===== config.mk =====
export PLATFORM = sky130hd
export DESIGN_NAME = handoff_retransmit_tracker_top
export DESIGN_NICKNAME = d
export VERILOG_FILES = /design/src/sv/hrt_pkg.sv /design/src/sv/handoff_retransmit_tracker_top.sv /design/src/sv/hrt_front.sv /design/src/sv/hrt_res_queue.sv /design/src/sv/hrt_back.sv
export SDC_FILE = /design/constraint.sdc
export NUM_CORES = 1
export LEC_CHECK = 0
export ABC_AREA = 1
export BUFFER_PORTS_ARGS = -buffer_cell sky130_fd_sc_hd__buf_2
export CORE_ASPECT_RATIO = 0.7
export CORE_MARGIN = 2
export CORE_UTILIZATION = 40
export DETAILED_ROUTE_END_ITERATION = 12
export GPL_TIMING_DRIVEN = 0
export SETUP_SLACK_MARGIN = 0.05
export SYNTH_ARGS = -nofsm -noshare
export SYNTH_HDL_FRONTEND = slang
export SYNTH_SLANG_ARGS = --single-unit
export TNS_END_PERCENT = 10

===== constraint.sdc =====
create_clock -name clk_i -period 22.3 [get_ports clk_i]
set_input_delay 4.46 -clock clk_i [delete_from_list [all_inputs] [get_ports clk_i]]
set_output_delay 4.46 -clock clk_i [all_outputs]
set_load 0.01 [all_outputs]

===== src/sv/hrt_pkg.sv =====
// ----------------------------------------------------------------------------
// hrt_pkg
// Shared types and constants of the handoff retransmit tracker.
// ----------------------------------------------------------------------------
package hrt_pkg;

  // Table geometry.
  localparam int unsigned SLOTS  = 8;
  localparam int unsigned IDX_W  = (SLOTS > 1) ? $clog2(SLOTS) : 1;
  localparam int unsigned CNT_W  = $clog2(SLOTS + 1);

  // Field widths fixed by the interface.
  localparam int unsigned TIME_W = 32;
  localparam int unsigned SEQ_W  = 16;
  localparam int unsigned FACE_W = 2;
  localparam int unsigned PAY_W  = 16;
  localparam int unsigned RTY_W  = 4;
  localparam int unsigned IVL_W  = 16;

  // Output port widths fixed by the interface.
  localparam int unsigned SLOT_OUT_W = 3;
  localparam int unsigned FREE_OUT_W = 4;

  // Configuration port.
  localparam int unsigned CFG_IDX_W  = 1;
  localparam int unsigned CFG_DATA_W = 16;
  localparam logic [CFG_IDX_W-1:0] CFG_RETRY_INTERVAL = 1'b0;
  localparam logic [CFG_IDX_W-1:0] CFG_RETRY_LIMIT    = 1'b1;

  localparam logic [IVL_W-1:0] RETRY_INTERVAL_RST = 16'd500;
  localparam logic [RTY_W-1:0] RETRY_LIMIT_RST    = 4'd3;

  // Two-entry queues used between the parts.
  localparam int unsigned QDEPTH = 2;
  localparam int unsigned QPTR_W = 1;
  localparam int unsigned QCNT_W = 2;

  typedef enum logic [1:0] {
    OP_SEND    = 2'd0,
    OP_ACK     = 2'd1,
    OP_SERVICE = 2'd2
  } op_e;

  typedef enum logic [2:0] {
    KIND_ACCEPTED    = 3'd0,
    KIND_REFUSED     = 3'd1,
    KIND_ACK_MATCHED = 3'd2,
    KIND_ACK_MISSED  = 3'd3,
    KIND_RESEND      = 3'd4,
    KIND_TIMED_OUT   = 3'd5,
    KIND_NOTHING_DUE = 3'd6
  } kind_e;

  typedef enum logic [1:0] {
    ST_IDLE  = 2'd0,
    ST_SCAN  = 2'd1,
    ST_FLUSH = 2'd2
  } state_e;

  typedef struct packed {
    op_e               op;
    logic [TIME_W-1:0] now_ms;
    logic [FACE_W-1:0] face;
    logic [PAY_W-1:0]  payload;
    logic [SEQ_W-1:0]  ack_seq;
  } cmd_t;

  typedef struct packed {
    kind_e             kind;
    logic [IDX_W-1:0]  slot;
    logic [SEQ_W-1:0]  seq;
    logic [FACE_W-1:0] face;
    logic [PAY_W-1:0]  payload;
    logic [RTY_W-1:0]  retries;
    logic [CNT_W-1:0]  free_cnt;
    logic              last;
  } res_t;

endpackage


===== src/sv/handoff_retransmit_tracker_top.sv =====
// ----------------------------------------------------------------------------
// handoff_retransmit_tracker_top
// Sender-side acknowledgement, retransmit and timeout table.
// ----------------------------------------------------------------------------
// The block keeps a table of eight outstanding transfers. A send transaction
// claims the lowest free slot and stamps it with the next 16-bit sequence
// number, the face, the payload handle and the send time; an ack transaction
// frees the lowest active slot whose sequence matches; a service transaction
// walks the slots in order and resends or times out every slot whose wait
// has reached the retry interval. Each input transaction yields one result
// transaction, or for a service one per due slot (one nothing-due result if
// none is due), and the final result of an input carries last_o high.
// Action code 3 is dropped on entry and yields nothing. Inputs enter a
// two-entry command queue; results leave through a two-entry result queue,
// so the input side keeps taking transactions while results wait to be
// popped. Commands are carried out one at a time by a sequencer that visits
// one slot per cycle unless held by a full result queue: it loads a
// command, visits the slots in order (up to eight; a send or an ack stops at
// its slot) and releases the final result. The user must write the retry
// interval and retry limit registers through the cfg_* port only while no
// transaction is in flight; the block does not check. Reset: 500 ms and 3.
// ----------------------------------------------------------------------------
module handoff_retransmit_tracker_top (
  input  logic                              clk_i,
  input  logic                              rst_ni,
  input  logic                              cfg_we_i,
  input  logic [hrt_pkg::CFG_IDX_W-1:0]      cfg_idx_i,
  input  logic [hrt_pkg::CFG_DATA_W-1:0]     cfg_wdata_i,
  input  logic                              push,
  output logic                              full,
  input  logic [1:0]                        action_i,
  input  logic [hrt_pkg::TIME_W-1:0]         now_ms_i,
  input  logic [hrt_pkg::FACE_W-1:0]         target_face_i,
  input  logic [hrt_pkg::PAY_W-1:0]          payload_handle_i,
  input  logic [hrt_pkg::SEQ_W-1:0]          ack_sequence_i,
  output logic                              empty,
  input  logic                              pop,
  output logic [2:0]                        kind_o,
  output logic [hrt_pkg::SLOT_OUT_W-1:0]     slot_index_o,
  output logic [hrt_pkg::SEQ_W-1:0]          sequence_res_o,
  output logic [hrt_pkg::FACE_W-1:0]         out_face_o,
  output logic [hrt_pkg::PAY_W-1:0]          out_payload_handle_o,
  output logic [hrt_pkg::RTY_W-1:0]          retry_count_o,
  output logic [hrt_pkg::FREE_OUT_W-1:0]     free_count_o,
  output logic                              last_o
);
  import hrt_pkg::*;

  // Command path from the front part to the sequencer.
  logic cmd_valid;
  logic cmd_pop;
  cmd_t cmd;

  // Result path from the sequencer to the output queue.
  logic res_push;
  logic res_full;
  res_t res_in;
  res_t res_out;

  hrt_front u_front (
    .clk_i            (clk_i),
    .rst_ni           (rst_ni),
    .push             (push),
    .full             (full),
    .action_i         (action_i),
    .now_ms_i         (now_ms_i),
    .target_face_i    (target_face_i),
    .payload_handle_i (payload_handle_i),
    .ack_sequence_i   (ack_sequence_i),
    .cmd_valid_o      (cmd_valid),
    .cmd_o            (cmd),
    .cmd_pop_i        (cmd_pop)
  );

  hrt_back u_back (
    .clk_i       (clk_i),
    .rst_ni      (rst_ni),
    .cfg_we_i    (cfg_we_i),
    .cfg_idx_i   (cfg_idx_i),
    .cfg_wdata_i (cfg_wdata_i),
    .cmd_valid_i (cmd_valid),
    .cmd_i       (cmd),
    .cmd_pop_o   (cmd_pop),
    .res_push_o  (res_push),
    .res_o       (res_in),
    .res_full_i  (res_full)
  );

  hrt_res_queue u_res_queue (
    .clk_i   (clk_i),
    .rst_ni  (rst_ni),
    .push_i  (res_push),
    .res_i   (res_in),
    .full_o  (res_full),
    .pop_i   (pop),
    .empty_o (empty),
    .res_o   (res_out)
  );

  // The oldest waiting result drives the result ports.
  assign kind_o               = res_out.kind;
  assign slot_index_o         = SLOT_OUT_W'(res_out.slot);
  assign sequence_res_o       = res_out.seq;
  assign out_face_o           = res_out.face;
  assign out_payload_handle_o = res_out.payload;
  assign retry_count_o        = res_out.retries;
  assign free_count_o         = FREE_OUT_W'(res_out.free_cnt);
  assign last_o               = res_out.last;

endmodule


===== src/sv/hrt_front.sv =====
// ----------------------------------------------------------------------------
// hrt_front
// Accepts input transactions, classifies the action and queues commands.
// ----------------------------------------------------------------------------
module hrt_front (
  input  logic                      clk_i,
  input  logic                      rst_ni,
  input  logic                      push,
  output logic                      full,
  input  logic [1:0]                action_i,
  input  logic [hrt_pkg::TIME_W-1:0] now_ms_i,
  input  logic [hrt_pkg::FACE_W-1:0] target_face_i,
  input  logic [hrt_pkg::PAY_W-1:0]  payload_handle_i,
  input  logic [hrt_pkg::SEQ_W-1:0]  ack_sequence_i,
  output logic                      cmd_valid_o,
  output hrt_pkg::cmd_t             cmd_o,
  input  logic                      cmd_pop_i
);
  import hrt_pkg::*;

  cmd_t              entry_q [QDEPTH];
  logic [QPTR_W-1:0] wr_ptr_q, wr_ptr_d;
  logic [QPTR_W-1:0] rd_ptr_q, rd_ptr_d;
  logic [QCNT_W-1:0] cnt_q, cnt_d;
  logic              keep;
  logic              wr_en;
  logic              rd_en;
  cmd_t              cmd_in;

  // Action code 3 carries no meaning and is dropped on entry.
  assign keep = (action_i inside {OP_SEND, OP_ACK, OP_SERVICE});

  always_comb begin
    cmd_in.op      = op_e'(action_i);
    cmd_in.now_ms  = now_ms_i;
    cmd_in.face    = target_face_i;
    cmd_in.payload = payload_handle_i;
    cmd_in.ack_seq = ack_sequence_i;
  end

  assign full        = (cnt_q == QCNT_W'(QDEPTH));
  assign wr_en       = push && !full && keep;
  assign cmd_valid_o = (cnt_q != '0);
  assign rd_en       = cmd_pop_i && cmd_valid_o;
  assign cmd_o       = entry_q[rd_ptr_q];

  always_comb begin
    wr_ptr_d = wr_en ? wr_ptr_q + 1'b1 : wr_ptr_q;
    rd_ptr_d = rd_en ? rd_ptr_q + 1'b1 : rd_ptr_q;
    cnt_d    = cnt_q + QCNT_W'(wr_en) - QCNT_W'(rd_en);
  end

  always_ff @(posedge clk_i or negedge rst_ni) begin
    if (!rst_ni) begin
      wr_ptr_q <= '0;
      rd_ptr_q <= '0;
      cnt_q    <= '0;
    end else begin
      wr_ptr_q <= wr_ptr_d;
      rd_ptr_q <= rd_ptr_d;
      cnt_q    <= cnt_d;
    end
  end

  always_ff @(posedge clk_i) begin
    if (wr_en) begin
      entry_q[wr_ptr_q] <= cmd_in;
    end
  end

endmodule


===== src/sv/hrt_res_queue.sv =====
// ----------------------------------------------------------------------------
// hrt_res_queue
// Two-entry result queue that decouples the table sequencer from the reader.
// ----------------------------------------------------------------------------
module hrt_res_queue (
  input  logic          clk_i,
  input  logic          rst_ni,
  input  logic          push_i,
  input  hrt_pkg::res_t res_i,
  output logic          full_o,
  input  logic          pop_i,
  output logic          empty_o,
  output hrt_pkg::res_t res_o
);
  import hrt_pkg::*;

  res_t              entry_q [QDEPTH];
  logic [QPTR_W-1:0] wr_ptr_q, wr_ptr_d;
  logic [QPTR_W-1:0] rd_ptr_q, rd_ptr_d;
  logic [QCNT_W-1:0] cnt_q, cnt_d;
  logic              wr_en;
  logic              rd_en;

  assign full_o  = (cnt_q == QCNT_W'(QDEPTH));
  assign empty_o = (cnt_q == '0);
  assign wr_en   = push_i && !full_o;
  assign rd_en   = pop_i && !empty_o;
  assign res_o   = entry_q[rd_ptr_q];

  always_comb begin
    wr_ptr_d = wr_en ? wr_ptr_q + 1'b1 : wr_ptr_q;
    rd_ptr_d = rd_en ? rd_ptr_q + 1'b1 : rd_ptr_q;
    cnt_d    = cnt_q + QCNT_W'(wr_en) - QCNT_W'(rd_en);
  end

  always_ff @(posedge clk_i or negedge rst_ni) begin
    if (!rst_ni) begin
      wr_ptr_q <= '0;
      rd_ptr_q <= '0;
      cnt_q    <= '0;
    end else begin
      wr_ptr_q <= wr_ptr_d;
      rd_ptr_q <= rd_ptr_d;
      cnt_q    <= cnt_d;
    end
  end

  always_ff @(posedge clk_i) begin
    if (wr_en) begin
      entry_q[wr_ptr_q] <= res_i;
    end
  end

endmodule


===== src/sv/hrt_back.sv =====
// ----------------------------------------------------------------------------
// hrt_back
// Slot table, configuration registers and the scan sequencer that carries out
// one command at a time, one slot per cycle unless stalled by a full queue.
// ----------------------------------------------------------------------------
module hrt_back (
  input  logic                          clk_i,
  input  logic                          rst_ni,
  input  logic                          cfg_we_i,
  input  logic [hrt_pkg::CFG_IDX_W-1:0]  cfg_idx_i,
  input  logic [hrt_pkg::CFG_DATA_W-1:0] cfg_wdata_i,
  input  logic                          cmd_valid_i,
  input  hrt_pkg::cmd_t                 cmd_i,
  output logic                          cmd_pop_o,
  output logic                          res_push_o,
  output hrt_pkg::res_t                 res_o,
  input  logic                          res_full_i
);
  import hrt_pkg::*;

  state_e            state_q, state_d;
  cmd_t              cmd_q, cmd_d;
  logic [IDX_W-1:0]  idx_q, idx_d;
  res_t              pend_q, pend_d;
  logic              pend_valid_q, pend_valid_d;
  logic [SEQ_W-1:0]  next_seq_q, next_seq_d;
  logic [IVL_W-1:0]  interval_q;
  logic [RTY_W-1:0]  limit_q;

  logic [SLOTS-1:0]  active_q;
  logic [SEQ_W-1:0]  seq_q     [SLOTS];
  logic [FACE_W-1:0] face_q    [SLOTS];
  logic [PAY_W-1:0]  payload_q [SLOTS];
  logic [TIME_W-1:0] sent_q    [SLOTS];
  logic [RTY_W-1:0]  retries_q [SLOTS];

  logic              cur_active;
  logic [SEQ_W-1:0]  cur_seq;
  logic [RTY_W-1:0]  cur_retries;
  logic [TIME_W-1:0] elapsed;
  logic              due;
  logic              last_idx;
  logic [CNT_W-1:0]  free_now;

  logic              new_res;
  res_t              new_val;
  logic              done;
  logic              stall;
  logic              wr_fill;
  logic              wr_renew;
  logic              wr_clear;

  assign cur_active  = active_q[idx_q];
  assign cur_seq     = seq_q[idx_q];
  assign cur_retries = retries_q[idx_q];
  assign elapsed     = cmd_q.now_ms - sent_q[idx_q];
  assign due         = cur_active && (elapsed >= TIME_W'(interval_q));
  assign last_idx    = (idx_q == IDX_W'(SLOTS - 1));
  assign free_now    = CNT_W'($countones(~active_q));

  // Per-slot decision of the command in hand.
  always_comb begin
    new_res          = 1'b0;
    done             = 1'b0;
    wr_fill          = 1'b0;
    wr_renew         = 1'b0;
    wr_clear         = 1'b0;
    new_val.kind     = KIND_NOTHING_DUE;
    new_val.slot     = idx_q;
    new_val.seq      = cur_seq;
    new_val.face     = face_q[idx_q];
    new_val.payload  = payload_q[idx_q];
    new_val.retries  = cur_retries;
    new_val.free_cnt = free_now;
    new_val.last     = 1'b0;
    case (cmd_q.op)
      OP_SEND: begin
        if (!cur_active) begin
          new_res          = 1'b1;
          done             = 1'b1;
          wr_fill          = 1'b1;
          new_val.kind     = KIND_ACCEPTED;
          new_val.seq      = next_seq_q;
          new_val.face     = cmd_q.face;
          new_val.payload  = cmd_q.payload;
          new_val.retries  = '0;
          new_val.free_cnt = free_now - 1'b1;
        end else if (last_idx) begin
          new_res         = 1'b1;
          done            = 1'b1;
          new_val.kind    = KIND_REFUSED;
          new_val.slot    = '0;
          new_val.seq     = '0;
          new_val.face    = '0;
          new_val.payload = '0;
          new_val.retries = '0;
        end
      end
      OP_ACK: begin
        if (cur_active && (cur_seq == cmd_q.ack_seq)) begin
          new_res          = 1'b1;
          done             = 1'b1;
          wr_clear         = 1'b1;
          new_val.kind     = KIND_ACK_MATCHED;
          new_val.free_cnt = free_now + 1'b1;
        end else if (last_idx) begin
          new_res         = 1'b1;
          done            = 1'b1;
          new_val.kind    = KIND_ACK_MISSED;
          new_val.slot    = '0;
          new_val.seq     = cmd_q.ack_seq;
          new_val.face    = '0;
          new_val.payload = '0;
          new_val.retries = '0;
        end
      end
      OP_SERVICE: begin
        done = last_idx;
        if (due) begin
          new_res = 1'b1;
          if (cur_retries < limit_q) begin
            wr_renew        = 1'b1;
            new_val.kind    = KIND_RESEND;
            new_val.retries = cur_retries + 1'b1;
          end else begin
            wr_clear         = 1'b1;
            new_val.kind     = KIND_TIMED_OUT;
            new_val.free_cnt = free_now + 1'b1;
          end
        end
      end
      default: begin
        done = 1'b1;
      end
    endcase
  end

  // A new result can only displace the held one when the queue has room.
  assign stall = (state_q == ST_SCAN) && new_res && pend_valid_q && res_full_i;

  always_comb begin
    state_d      = state_q;
    cmd_d        = cmd_q;
    idx_d        = idx_q;
    pend_d       = pend_q;
    pend_valid_d = pend_valid_q;
    next_seq_d   = next_seq_q;
    cmd_pop_o    = 1'b0;
    res_push_o   = 1'b0;
    res_o        = pend_q;
    case (state_q)
      ST_IDLE: begin
        if (cmd_valid_i) begin
          cmd_pop_o    = 1'b1;
          cmd_d        = cmd_i;
          idx_d        = '0;
          pend_valid_d = 1'b0;
          state_d      = ST_SCAN;
        end
      end
      ST_SCAN: begin
        if (!stall) begin
          if (new_res) begin
            res_push_o   = pend_valid_q;
            pend_d       = new_val;
            pend_valid_d = 1'b1;
          end
          if (wr_fill) begin
            next_seq_d = next_seq_q + 1'b1;
          end
          if (done) begin
            state_d = ST_FLUSH;
          end else begin
            idx_d = idx_q + 1'b1;
          end
        end
      end
      ST_FLUSH: begin
        if (pend_valid_q) begin
          res_o.last = 1'b1;
        end else begin
          res_o.kind     = KIND_NOTHING_DUE;
          res_o.slot     = '0;
          res_o.seq      = '0;
          res_o.face     = '0;
          res_o.payload  = '0;
          res_o.retries  = '0;
          res_o.free_cnt = free_now;
          res_o.last     = 1'b1;
        end
        if (!res_full_i) begin
          res_push_o   = 1'b1;
          pend_valid_d = 1'b0;
          state_d      = ST_IDLE;
        end
      end
      default: begin
        state_d = ST_IDLE;
      end
    endcase
  end

  always_ff @(posedge clk_i or negedge rst_ni) begin
    if (!rst_ni) begin
      state_q      <= ST_IDLE;
      idx_q        <= '0;
      pend_valid_q <= 1'b0;
      next_seq_q   <= '0;
    end else begin
      state_q      <= state_d;
      idx_q        <= idx_d;
      pend_valid_q <= pend_valid_d;
      next_seq_q   <= next_seq_d;
    end
  end

  always_ff @(posedge clk_i) begin
    cmd_q  <= cmd_d;
    pend_q <= pend_d;
  end

  always_ff @(posedge clk_i or negedge rst_ni) begin
    if (!rst_ni) begin
      interval_q <= RETRY_INTERVAL_RST;
      limit_q    <= RETRY_LIMIT_RST;
    end else if (cfg_we_i) begin
      case (cfg_idx_i)
        CFG_RETRY_INTERVAL: interval_q <= cfg_wdata_i[IVL_W-1:0];
        CFG_RETRY_LIMIT:    limit_q    <= cfg_wdata_i[RTY_W-1:0];
        default: begin
        end
      endcase
    end
  end

  always_ff @(posedge clk_i or negedge rst_ni) begin
    if (!rst_ni) begin
      active_q <= '0;
    end else if ((state_q == ST_SCAN) && !stall) begin
      if (wr_fill) begin
        active_q[idx_q] <= 1'b1;
      end else if (wr_clear) begin
        active_q[idx_q] <= 1'b0;
      end
    end
  end

  always_ff @(posedge clk_i) begin
    if ((state_q == ST_SCAN) && !stall) begin
      if (wr_fill) begin
        seq_q[idx_q]     <= next_seq_q;
        face_q[idx_q]    <= cmd_q.face;
        payload_q[idx_q] <= cmd_q.payload;
        sent_q[idx_q]    <= cmd_q.now_ms;
        retries_q[idx_q] <= '0;
      end else if (wr_renew) begin
        sent_q[idx_q]    <= cmd_q.now_ms;
        retries_q[idx_q] <= cur_retries + 1'b1;
      end
    end
  end

  // A held result is always released before the sequencer goes idle.
  a_idle_no_pending: assert property (@(posedge clk_i) disable iff (!rst_ni)
    (state_q == ST_IDLE) |-> !pend_valid_q)
    else $error("held result left behind in idle");

  // Only an accepted send advances the sequence counter.
  a_seq_only_on_send: assert property (@(posedge clk_i) disable iff (!rst_ni)
    !((state_q == ST_SCAN) && (cmd_q.op == OP_SEND)) |=> $stable(next_seq_q))
    else $error("sequence number moved outside a send");

  // Results are never pushed into a full queue.
  a_push_has_room: assert property (@(posedge clk_i) disable iff (!rst_ni)
    res_push_o |-> !res_full_i)
    else $error("result pushed into a full queue");

  // Every command leaves through the flush state with exactly one final result.
  a_flush_marks_last: assert property (@(posedge clk_i) disable iff (!rst_ni)
    (res_push_o && (state_q == ST_SCAN)) |-> !res_o.last)
    else $error("final marker set on an intermediate result");

endmodule

==> results by group <==
Run status
  – Outcome: complete, no violations

Clock network
  – Skew-Pair Late Insertion Delay: 0.69 ns
  – Buffer cell driving the clock tree root: clkbuf_16
  – Count of hold-fix buffers inserted at cts: 0
  – Number of H-tree levels: 3
  – Post-CTS Repair Setup Buffers: 0
  – CTS buffer count: 95
  – Maximum count of clock buffers along a single path: 3
  – Number of clock sinks: 968
  – Gates resized, CTS repair: 0
  – Reg clk slew, reported paths: 0.06 ns
  – Clock tree from TritonCTS: built

Critical path
  – Max Fanout on Critical Path: 34
  – Crit path DAT: 9.36 ns
  – Worst path max stage delay: 0.90 ns
  – Worst path buffer plus inverter count: 10
  – Library cell appearing most often on the critical path: nand2_1
  – Delay-heaviest family, CP: buffers and inverters
  – Data required time of the critical path: 22.57 ns
  – Nature of the critical path endpoint: register
  – Library cell contributing the largest single delay on the critical path: inv_2
  – Startpoint type of the worst setup path: register
  – Critical setup path kind: register to register

Timing
  – Final count of hold timing violations: 0
  – Tmin final: 9.091 ns
  – Normalized max-slew margin: 0.1594
  – Post-route clock period utilization: 0.4077
  – Unrepaired setup endpoints after global routing: false
  – Setup Skew: 0.03988 ns
  – Final worst-path setup slack: 13.21 ns
  – Post-route setup TNS: 0 ns
  – Timing-limited maximum frequency: 110.0 MHz
  – Least-Margin Pin Slew: 1.251 ns
  – Total count of max-transition violations in the final report: 0
  – Setup violations, final: 0

Final layout
  – Layout-stage area growth over the synthesis result: 15.02%
  – Final-layout fill cell count: 9,190
  – Antenna diode count: 0
  – # nets final: 3,946
  – Final non-filler cell area: 47,000 µm²
  – Fraction of final layout cells with drive strength greater than 1: 0.1041
  – Multi-input combinational cell area: 10,250 µm²
  – Sequential cell area: 28,790 µm²
  – Final design utilization: 0.4624

GRT
  – Antenna violations before repair: 6
  – Overflow left after global routing: 0
  – Via count of the first global-routing pass: 24,030
  – Largest net degree at the start of global routing: 59
  – Overall track demand over capacity in global routing: 0.2101
  – Wire length of the first global-routing pass: 160,900 µm

Floorplanning
  – Number of primary I/O pins: 141
  – Total Die Area: 104,800 µm²
  – Starting utilization of the core area: 0.4020
  – Std-Cell Rows: 98
  – Die X-Extent: 386.0 µm
  – Die Ht: 271.4 µm
  – Core Footprint: 101,700 µm²

Power and ir drop
  – Worst-case vdd ir drop: 0.07050 mV
  – Power density over cell area: 144.4 nW/µm²
  – Leakage power figure: 18.53 nW

Routing
  – Overall via count from detail_route: 26,390
  – First-pass DRT Iterations: 5
  – DRT Wirelength: 110,800 µm
  – Detailed router's first-iteration violation count: 3,055
  – Remaining antenna violation count after routing: 0
  – Final routed wire length divided by cell count: 21.31 µm
  – DRC: 0
  – Via density: 5.073

Place
  – Placed standard-cell area: 43,950 µm²
  – Number of port buffers: 140
  – Half-perimeter wire length of the detailed placement result: 78,170 µm
  – Post-placement worst setup slack: 13.20 ns
  – Placer's final routability congestion estimate: 0.9046

Synth
  – Count of flip-flops with a built-in enable after synthesis: 910
  – Fraction of synthesis flops using an asynchronous set or reset pin: 0.05992
  – Summed instance area of the synthesized netlist: 40,860 µm²
  – Main synth FF type: edfxtp_1
  – Syn Nets: 3,683
  – Synth unique cells: 49
  – Number of warnings reported in the yosys synthesis log: 0
  – Synth Instances: 3,510
  – Average cell area after synthesis: 11.64 µm²
  – Total of flip-flops plus latches after synthesis: 968
  – Part of the Yosys area used for sequential elements: 0.7045

Job
  – Max_cap viols: 0

Min path
  – Hold Crit Class: register to register
==> cell usage in the layout, fill, tap and decap left out, types with 5 or more instances in the layout <==
cell | Yosys | layout
edfxtp_1 | 910 | 910
nor2_4 | 1 | 14
or2_2 | 5 | 5
ha_1 | 78 | 78
clkinv_2 | 0 | 17
o21ai_0 | 77 | 77
nor3_1 | 11 | 11
bufinv_16 | 0 | 8
buf_2 | 20 | 159
nand3_1 | 76 | 76
clkinv_1 | 0 | 21
dfrtp_1 | 50 | 50
buf_1 | 21 | 21
a221oi_1 | 44 | 44
inv_1 | 349 | 343
inv_2 | 15 | 21
o221ai_1 | 12 | 12
buf_6 | 8 | 8
fa_1 | 5 | 5
nand4_1 | 63 | 63
xnor2_1 | 8 | 8
a22o_1 | 42 | 42
clkinvlp_4 | 0 | 5
o211ai_1 | 10 | 10
a21oi_1 | 76 | 75
nand2_1 | 1184 | 1184
buf_12 | 0 | 17
dfstp_2 | 8 | 8
buf_4 | 7 | 8
xor2_1 | 31 | 31
nor2_1 | 213 | 200
buf_16 | 0 | 9
clkbuf_1 | 66 | 84
clkbuf_16 | 0 | 95
a22oi_1 | 63 | 63
o31ai_1 | 19 | 19
==> worst paths after layout <==
kind | start | end | slack (ns) | depth (start not counted)
hold reg to reg | register | register | 0.47 | 2
max in group asynchronous | rst_ni | u_back.interval_q[7] | 18.16 | 2
min in group asynchronous | rst_ni | u_res_queue.rd_ptr_q | 3.77 | 2
setup / recovery | u_back.idx_q[2] | u_back.seq_q[7][5] | 13.21 | 36
hold / removal | register | register | 0.47 | 2
setup reg to reg | u_back.idx_q[2] | u_back.seq_q[7][5] | 13.21 | 36
==> flip-flops by register name (all words and copies together) (netlist names), 32 cells and up, named ones only <==
register / cells
u_back.retries_q: 32
u_back.cmd_q: 68
u_res_queue.entry_q: 98
u_back.sent_q: 256
u_front.entry_q: 136
u_back.pend_q: 48
u_back.seq_q: 128
u_back.payload_q: 128
==> through the flow <==
step / std cells / power (mW) / hold slack, ns
global route: 5201 / 7.207 / 0.5110
floorplan: 3510 / 4.199 / 0.4417
detailed placement: 5026 / 5.198 / 0.4583
CTS: 5201 / 6.772 / 0.4746
finish: 5201 / 6.788 / 0.4740
global placement: 5000 / 5.141 / 0.4561
==> worst reg2reg max path, delay by kind of cell (launching register included) <==
kind | cells | cell delay (ns)
xor+xnor | 1 | 0.19
fa+ha+maj | 2 | 0.54
simple gates | 21 | 3.00
flops | 1 | 0.51
buf+inv | 10 | 3.95
compound gates | 2 | 0.50
==> cell type report <==
cell class                      count  share of cell area
Buffer                            122             0.01211
Clock buffer                      113             0.05202
Clock inverter                     62             0.01283
Inverter                          364             0.02907
Multi-Input combinational cell   2056              0.2180
Sequential cell                   968              0.6125
Tap cell                         1350             0.03594
Timing Repair Buffer              166             0.02747
==> synth_stat cells (2+ instances only) <==
library cell	instances	area share
nand2_1	1184	0.11
edfxtp_1	910	0.67
inv_1	349	0.032
nor2_1	213	0.020
ha_1	78	0.024
o21ai_0	77	0.0094
a21oi_1	76	0.0093
nand3_1	76	0.0093
clkbuf_1	66	0.0061
a22oi_1	63	0.012
nand4_1	63	0.0096
dfrtp_1	50	0.031
a221oi_1	44	0.0094
a22o_1	42	0.0090
xor2_1	31	0.0066
buf_1	21	0.0019
buf_2	20	0.0024
o31ai_1	19	0.0035
inv_2	15	0.0014
o221ai_1	12	0.0026
nor3_1	11	0.0013
o211ai_1	10	0.0018
buf_6	8	0.0022
dfstp_2	8	0.0051
xnor2_1	8	0.0017
buf_4	7	0.0013
fa_1	5	0.0024
or2_2	5	0.00077
nand2_2	4	0.00061
nand3_2	4	0.00098
o22ai_1	4	0.00061
nand3b_1	3	0.00055
nor2_2	3	0.00046
o21ai_1	3	0.00037
a21boi_0	2	0.00037
nand2_4	2	0.00055
o2bb2ai_1	2	0.00043
==> cells by family after synthesis <==
group                      Yosys count  share of synthesized area
DFF                                968                     0.7045
and+or+nand+nor                   1574                     0.1539
buffers and inverters              486                    0.04737
adders and majority gates           83                    0.02633
xor gates and xnor gates            39                   0.008359
AOI/OAI and AO/OA                  360                    0.05956
==> where the power goes <==
group | total [mW] | internal (mW) | switching (mW)
registers | 2.68 | 2.43 | 0.255
logic | 2.53 | 0.766 | 1.76
clock network | 1.58 | 0.883 | 0.693
==> routing by layer <==
metal  GRT usage  vias to the layer above  share of wire
met5           0                        -        0.00042
met4     0.05130                        8          0.021
met3     0.06797                      162           0.12
met2      0.2720                     1082           0.38
met1      0.3337                    12570           0.48
li1            -                    12560              -
No activity file was read; power rests on OpenSTA's default activity.
